## config.mk

```make
export PLATFORM = sky130hd
export DESIGN_NAME = binary_gcd_unit
export DESIGN_NICKNAME = d
export VERILOG_FILES = /design/src/rtl/gcd_pkg.sv /design/src/rtl/binary_gcd_unit.sv /design/src/rtl/gcd_cell.sv /design/src/rtl/gcd_array.sv
export SDC_FILE = /design/constraint.sdc
export NUM_CORES = 1
export LEC_CHECK = 0
export BUFFER_PORTS_ARGS = -buffer_cell sky130_fd_sc_hd__clkbuf_2
export CORE_MARGIN = 4
export CORE_UTILIZATION = 37
export CTS_CLUSTER_DIAMETER = 40
export DETAILED_ROUTE_END_ITERATION = 16
export SLEW_MARGIN = 10
export SYNTH_ARGS = -nofsm -noshare
export SYNTH_HDL_FRONTEND = slang
export SYNTH_SLANG_ARGS = --single-unit
```

## constraint.sdc

```tcl
create_clock -name clk -period 6.58 [get_ports clk]
set_input_delay 1.316 -clock clk [delete_from_list [all_inputs] [get_ports clk]]
set_output_delay 1.316 -clock clk [all_outputs]
set_load 0.01 [all_outputs]
```

## src/rtl/gcd_pkg.sv

```systemverilog
`default_nettype none

package gcd_pkg;

  localparam int WIDTH  = 32;
  localparam int TWOS_W = $clog2(WIDTH);
  localparam int IN_W   = ((2 * WIDTH + 7) / 8) * 8;
  localparam int OUT_W  = ((WIDTH + 7) / 8) * 8;

  // Command broadcast to every bit cell.
  typedef enum logic [2:0] {
    OP_HOLD,
    OP_LOAD,
    OP_SHR_BOTH,
    OP_SHR_X,
    OP_SHR_Y,
    OP_SUB,
    OP_SHL_X
  } cell_op_t;

  typedef struct packed {
    logic x_lsb;
    logic y_lsb;
    logic y_zero;
  } arr_status_t;

endpackage

`default_nettype wire

```

## src/rtl/binary_gcd_unit.sv

```systemverilog
// Flow: a request is loaded, shared factors of two are stripped and counted (t), x is made odd,
// then the bit-cell row shifts y odd and subtracts until y is zero, and x is shifted back by t;
// when either operand is zero the stripping and odd-making steps are skipped.
// A new request is taken only once the result sits in the output register, but then even
// while that result waits for m_tready.
// Reset: rst is synchronous, active high; it returns to idle and drops m_tvalid.
`default_nettype none

module binary_gcd_unit (
  input  logic                      clk,
  input  logic                      rst,
  input  logic                      s_tvalid,
  output logic                      s_tready,
  // s_tdata from bit 0: operand_a, operand_b
  input  logic [gcd_pkg::IN_W-1:0]  s_tdata,
  output logic                      m_tvalid,
  input  logic                      m_tready,
  // m_tdata from bit 0: divisor
  output logic [gcd_pkg::OUT_W-1:0] m_tdata
);
  import gcd_pkg::*;

  typedef enum logic [2:0] {
    S_IDLE,
    S_TWOS,
    S_ODDX,
    S_LOOP,
    S_FIX,
    S_OUT
  } state_t;

  state_t              state;
  logic [TWOS_W-1:0]   twos;
  cell_op_t            op;
  arr_status_t         status;
  logic [WIDTH-1:0]    x_vec;
  logic [WIDTH-1:0]    opa;
  logic [WIDTH-1:0]    opb;
  logic                any_zero;
  logic [WIDTH-1:0]    load_a;
  logic [WIDTH-1:0]    load_b;

  assign opa      = s_tdata[WIDTH-1:0];
  assign opb      = s_tdata[2*WIDTH-1:WIDTH];
  assign any_zero = (opa == '0) || (opb == '0);
  // with one operand zero the other is the answer: park it in x, y = 0
  assign load_a   = any_zero ? (opa | opb) : opa;
  assign load_b   = any_zero ? '0 : opb;
  assign s_tready = (state == S_IDLE);

  always_comb begin
    op = OP_HOLD;
    case (state)
      S_IDLE: if (s_tvalid) op = OP_LOAD;
      S_TWOS: if (!status.x_lsb && !status.y_lsb) op = OP_SHR_BOTH;
      S_ODDX: if (!status.x_lsb) op = OP_SHR_X;
      S_LOOP: begin
        if (status.y_zero) op = OP_HOLD;
        else if (!status.y_lsb) op = OP_SHR_Y;
        else op = OP_SUB;
      end
      S_FIX:  if (twos != '0) op = OP_SHL_X;
      default: op = OP_HOLD;
    endcase
  end

  gcd_array u_array (
    .clk    (clk),
    .op     (op),
    .load_a (load_a),
    .load_b (load_b),
    .x_vec  (x_vec),
    .status (status)
  );

  always_ff @(posedge clk) begin
    if (rst) begin
      state    <= S_IDLE;
      twos     <= '0;
      m_tvalid <= 1'b0;
    end else begin
      // drop a taken result unless a new one is loaded in this cycle
      if (m_tvalid && m_tready && state != S_OUT) m_tvalid <= 1'b0;
      case (state)
        S_IDLE: begin
          if (s_tvalid) begin
            twos  <= '0;
            state <= any_zero ? S_LOOP : S_TWOS;
          end
        end
        S_TWOS: begin
          if (!status.x_lsb && !status.y_lsb) twos <= twos + 1'b1;
          else state <= S_ODDX;
        end
        S_ODDX: if (status.x_lsb) state <= S_LOOP;
        S_LOOP: if (status.y_zero) state <= S_FIX;
        S_FIX: begin
          if (twos == '0) state <= S_OUT;
          else twos <= twos - 1'b1;
        end
        S_OUT: begin
          // wait for the output register to free up
          if (!m_tvalid || m_tready) begin
            m_tvalid <= 1'b1;
            m_tdata  <= OUT_W'(x_vec);
            state    <= S_IDLE;
          end
        end
        default: state <= S_IDLE;
      endcase
    end
  end

endmodule

`default_nettype wire

```

## src/rtl/gcd_cell.sv

```systemverilog
`default_nettype none

// One bit slice of the operand pair.
module gcd_cell (
  input  logic              clk,
  input  gcd_pkg::cell_op_t op,
  input  logic              swap,
  input  logic              a_bit,
  input  logic              b_bit,
  input  logic              x_hi,
  input  logic              y_hi,
  input  logic              x_lo,
  input  logic              b1_in,
  input  logic              b2_in,
  output logic              x,
  output logic              y,
  output logic              b1_out,
  output logic              b2_out
);
  import gcd_pkg::*;

  logic d1;
  logic d2;

  // y - x and x - y, one borrow chain each
  assign d1     = y ^ x ^ b1_in;
  assign b1_out = (~y & x) | (~(y ^ x) & b1_in);
  assign d2     = x ^ y ^ b2_in;
  assign b2_out = (~x & y) | (~(x ^ y) & b2_in);

  always_ff @(posedge clk) begin
    case (op)
      OP_HOLD: begin
      end
      OP_LOAD: begin
        x <= a_bit;
        y <= b_bit;
      end
      OP_SHR_BOTH: begin
        x <= x_hi;
        y <= y_hi;
      end
      OP_SHR_X: x <= x_hi;
      OP_SHR_Y: y <= y_hi;
      OP_SUB: begin
        if (swap) begin
          x <= y;
          y <= d2;
        end else begin
          y <= d1;
        end
      end
      OP_SHL_X: x <= x_lo;
      default: begin
      end
    endcase
  end

endmodule

`default_nettype wire

```

## src/rtl/gcd_array.sv

```systemverilog
`default_nettype none

// Row of bit cells, LSB in cell 0, shifts pass between neighbors.
module gcd_array (
  input  logic                       clk,
  input  gcd_pkg::cell_op_t          op,
  input  logic [gcd_pkg::WIDTH-1:0]  load_a,
  input  logic [gcd_pkg::WIDTH-1:0]  load_b,
  output logic [gcd_pkg::WIDTH-1:0]  x_vec,
  output gcd_pkg::arr_status_t       status
);
  import gcd_pkg::*;

  logic [WIDTH-1:0] y_vec;
  logic [WIDTH-1:0] x_up;
  logic [WIDTH-1:0] y_up;
  logic [WIDTH-1:0] x_dn;
  logic [WIDTH:0]   b1c;
  logic [WIDTH:0]   b2c;
  logic             swap;

  assign x_up   = {1'b0, x_vec[WIDTH-1:1]};
  assign y_up   = {1'b0, y_vec[WIDTH-1:1]};
  assign x_dn   = {x_vec[WIDTH-2:0], 1'b0};
  assign b1c[0] = 1'b0;
  assign b2c[0] = 1'b0;

  // borrow out of y - x: x is the larger, so swap the pair
  assign swap = b1c[WIDTH] & ~b2c[WIDTH];

  for (genvar i = 0; i < WIDTH; i++) begin : g_cell
    gcd_cell u_cell (
      .clk    (clk),
      .op     (op),
      .swap   (swap),
      .a_bit  (load_a[i]),
      .b_bit  (load_b[i]),
      .x_hi   (x_up[i]),
      .y_hi   (y_up[i]),
      .x_lo   (x_dn[i]),
      .b1_in  (b1c[i]),
      .b2_in  (b2c[i]),
      .x      (x_vec[i]),
      .y      (y_vec[i]),
      .b1_out (b1c[i+1]),
      .b2_out (b2c[i+1])
    );
  end

  assign status.x_lsb  = x_vec[0];
  assign status.y_lsb  = y_vec[0];
  assign status.y_zero = ~|y_vec;

endmodule

`default_nettype wire

```

==> results.sh <==
export IMPL_status="finished clean"
export IMPL_cts_repair_resized=0
export IMPL_cts_clk_slew_worst_paths_ns=0.08
export IMPL_routed_wl_mm=24.8
export IMPL_core_sq_um=20500
export IMPL_r2r_cells=14
export IMPL_swShare=0.500
export IMPL_period_share=0.715
export IMPL_regArea_sq_um=3060
export IMPL_path_cells="inv_1 > ha_1 > a21oi_1 > o211ai_1 > a221oi_2 > a211oi_1 > nor3_2 > o21a_1 > buf_4 > mux2i_1 > o21ai_1 > a221oi_2 > xnor2_1 > o21ai_1"
export IMPL_cellInternalPower_mw=2.89
export IMPL_die_w_microns=153
export IMPL_drcViolationCount=0
export IMPL_drv_cap=0
export IMPL_pwr_share_comb=0.649
export IMPL_h_tree_depth=3
export IMPL_drive_gt1_frac=0.171
export IMPL_synthFlopType="edfxtp_1"
export IMPL_seqPwrFrac=0.259
export IMPL_final_nets=1045
export IMPL_synthArstFlopShare=0
export IMPL_power_switching_mw=2.89
export IMPL_avgSynthCellArea_sq_um=9.49
export IMPL_cts_tree="done"
export IMPL_setup_tns_ns=0
export IMPL_p_leak_nw=3.68
export IMPL_fmaxAchievable_ghz=0.213
export IMPL_vias_per_cell=5.97
export IMPL_port_buffers=101
export IMPL_tightest_slew_ns=1.13
export IMPL_finalWeightedCongestion=0.884
export IMPL_maxSlewViolCount=0
export IMPL_crit_buf_inv=2
export IMPL_grt_usage=0.205
export IMPL_ir_drop_mv=0.285
export IMPL_netlist_area_sq_um=7820
export IMPL_power_frac_clock=0.092
export IMPL_powerDensity_nw_per_um2=648
export IMPL_postCtsSetupBuffers=0
export IMPL_yosysUniqueCellTypes=62
export IMPL_multi_input_area_sq_um=4330
export IMPL_fin_cells=1183
export IMPL_rsz0062_at_grt="no"
export IMPL_worstPathRequired_ns=6.67
export IMPL_die_area_sq_um=23500
export IMPL_antenna_cells=0
export IMPL_route_detailed_wl_per_inst_microns=20.9
export IMPL_cp_depth=14
export IMPL_slowest_delay_ns=0.74
export IMPL_pre_cts_ws_ns=1.95
export IMPL_dieHeight_microns=153
export IMPL_numCtsBuffers=9
export IMPL_path_class="register to register"
export IMPL_cp_max_fo=16
export IMPL_grt_overflow=0
export IMPL_postRouteAntennaNets=0
export IMPL_syn_to_final_growth_pct=14.0
export IMPL_synth_edf_count=96
export IMPL_min_path_cells=2
export IMPL_cts_root_buf="clkbuf_16"
export IMPL_syn_inst=824
export IMPL_final_setup_worst_slack_ns=1.88
export IMPL_hold_class="register to register"
export IMPL_clockBufferDepth=2
export IMPL_grt_pass1_wl_mm=38.6
export IMPL_boundaryPins=102
export IMPL_skew_ns=0.00808
export IMPL_crit_family="compound AO/OA/AOI/OAI gates"
export IMPL_min_period_ns=4.70
export IMPL_vias=7062
export IMPL_antenna_found_initial=0
export IMPL_initial_core_util=0.382
export IMPL_max_slew_margin=0.243
export IMPL_grt_pass1_vias=6869
export IMPL_worst_ep_arrival_time_ns=4.80
export IMPL_setup_violations=0
export IMPL_timing_hold_ws_ns=0.495
export IMPL_synth_seq_area_share=0.392
export IMPL_hpwlAfterDp_mm=17.5
export IMPL_ys_ff_latch=105
export IMPL_syn_nets=961
export IMPL_p_total_mw=5.78
export IMPL_drt_iter0_drc=719
export IMPL_start_kind="register"
export IMPL_rows=52
export IMPL_grt_max_degree=56
export IMPL_clkLatencyLatePin_ns=0.36
export IMPL_yosysWarnings=0
export IMPL_slowest_stage="o21a_1"
export IMPL_drt_first_pass_iters=8
export IMPL_hold_violations=0
export IMPL_end_kind="register"
export IMPL_fillCellCount=2030
export IMPL_cts_hold_buf=0
export IMPL_clock_sink_count=105
export IMPL_placed_cells=1167
synth_stat cells (14+ instances only):
cell	count	area [sq um]
clkbuf_1	34	128
nor2_1	67	251
a31oi_1	23	144
nor4_1	28	175
xnor2_1	18	158
inv_1	84	315
o21ai_0	47	235
edfxtp_1	96	2880
ha_1	68	851
a21oi_1	65	325
nand2_1	14	52.6
mux2i_1	16	160
a211oi_1	35	263
a22oi_1	53	398
logic make-up (layout without fill, tap and decap cells):
kind of cell               Yosys count  count (layout)  share of synthesized area
AOI/OAI and AO/OA                  308             308                      0.270
buffers and inverters              124             213                     0.0614
xor gates and xnor gates            29              29                     0.0325
adders and majority gates           69              69                      0.111
muxes                               19              19                     0.0256
and+or+nand+nor                    170             170                      0.108
DFF                                105             105                      0.392
layout make-up:
cell class / instances / share of cell area
multi-input combinational: 595 / 0.486
sequential: 105 / 0.344
timing repair buffer: 113 / 0.0668
tap: 270 / 0.0379
inverter: 84 / 0.0354
clock buffer: 9 / 0.0253
clock inverter: 7 / 0.00505
power by group through the flow:
stage / Clock (mW) / Sequential, mW / Combinational [mW]
floorplan: 0 / 1.36 / 2.92
global placement: 0 / 1.50 / 3.67
detailed placement: 0 / 1.50 / 3.67
CTS: 0.543 / 1.49 / 3.71
global route: 0.571 / 1.53 / 4.15
finish: 0.534 / 1.50 / 3.75
path summary, 6_finish.rpt:
check,slack (ns),to,from
setup reg to reg,1.88,u_array.g_cell[14].u_cell.y,u_array.g_cell[4].u_cell.x
hold / removal,0.50,twos[4],twos[4]
hold reg to reg,0.50,twos[4],twos[4]
setup / recovery,1.88,u_array.g_cell[14].u_cell.y,u_array.g_cell[4].u_cell.x
cell usage in the layout (no fill, tap or decap), types with 11 or more instances in the layout:
| master | synthesis | layout |
|---|---|---|
| a211oi_1 | 35 | 34 |
| a21o_1 | 13 | 13 |
| a21oi_1 | 65 | 65 |
| a222oi_1 | 12 | 12 |
| a22oi_1 | 53 | 53 |
| a31oi_1 | 23 | 22 |
| buf_4 | 2 | 12 |
| clkbuf_2 | 0 | 101 |
| edfxtp_1 | 96 | 96 |
| ha_1 | 68 | 68 |
| inv_1 | 84 | 84 |
| mux2i_1 | 16 | 16 |
| nand2_1 | 14 | 14 |
| nand3_1 | 12 | 12 |
| nor2_1 | 67 | 64 |
| nor4_1 | 28 | 28 |
| o21ai_0 | 47 | 47 |
| o21ai_1 | 11 | 11 |
| xnor2_1 | 18 | 18 |
| xor2_1 | 11 | 11 |
flip-flops by register name (all words and copies together) (netlist names):
signal / count
m_tdata: 32
m_tvalid: 1
state: 3
twos: 5
u_array.g_cell.u_cell.x: 32
u_array.g_cell.u_cell.y: 32
through the flow:
step / area [sq um] / utilization
after detailed placement: 8640 / 0.422
after CTS: 8910 / 0.435
after global placement: 8640 / 0.422
final: 8910 / 0.435
after floorplan: 7820 / -
after global routing: 8910 / 0.435
tightest hold or removal path, cell delays in order, from the launching register on:
cell     delay (ns)
dfxtp_1        0.32
o21ai_0        0.07
a21oi_1        0.06
layer usage:
| metal | routed length [microns] | part of all wire | vias up | GRT usage |
|---|---|---|---|---|
| li1 | - | - | 3324 | - |
| met1 | 11200 | 0.45 | 3404 | 0.282 |
| met2 | 11400 | 0.46 | 288 | 0.326 |
| met3 | 1540 | 0.062 | 46 | 0.0382 |
| met4 | 571 | 0.023 | 0 | 0.0656 |
| met5 | 0 | 0 | - | 0 |
Power figures use the tool's default switching activity.
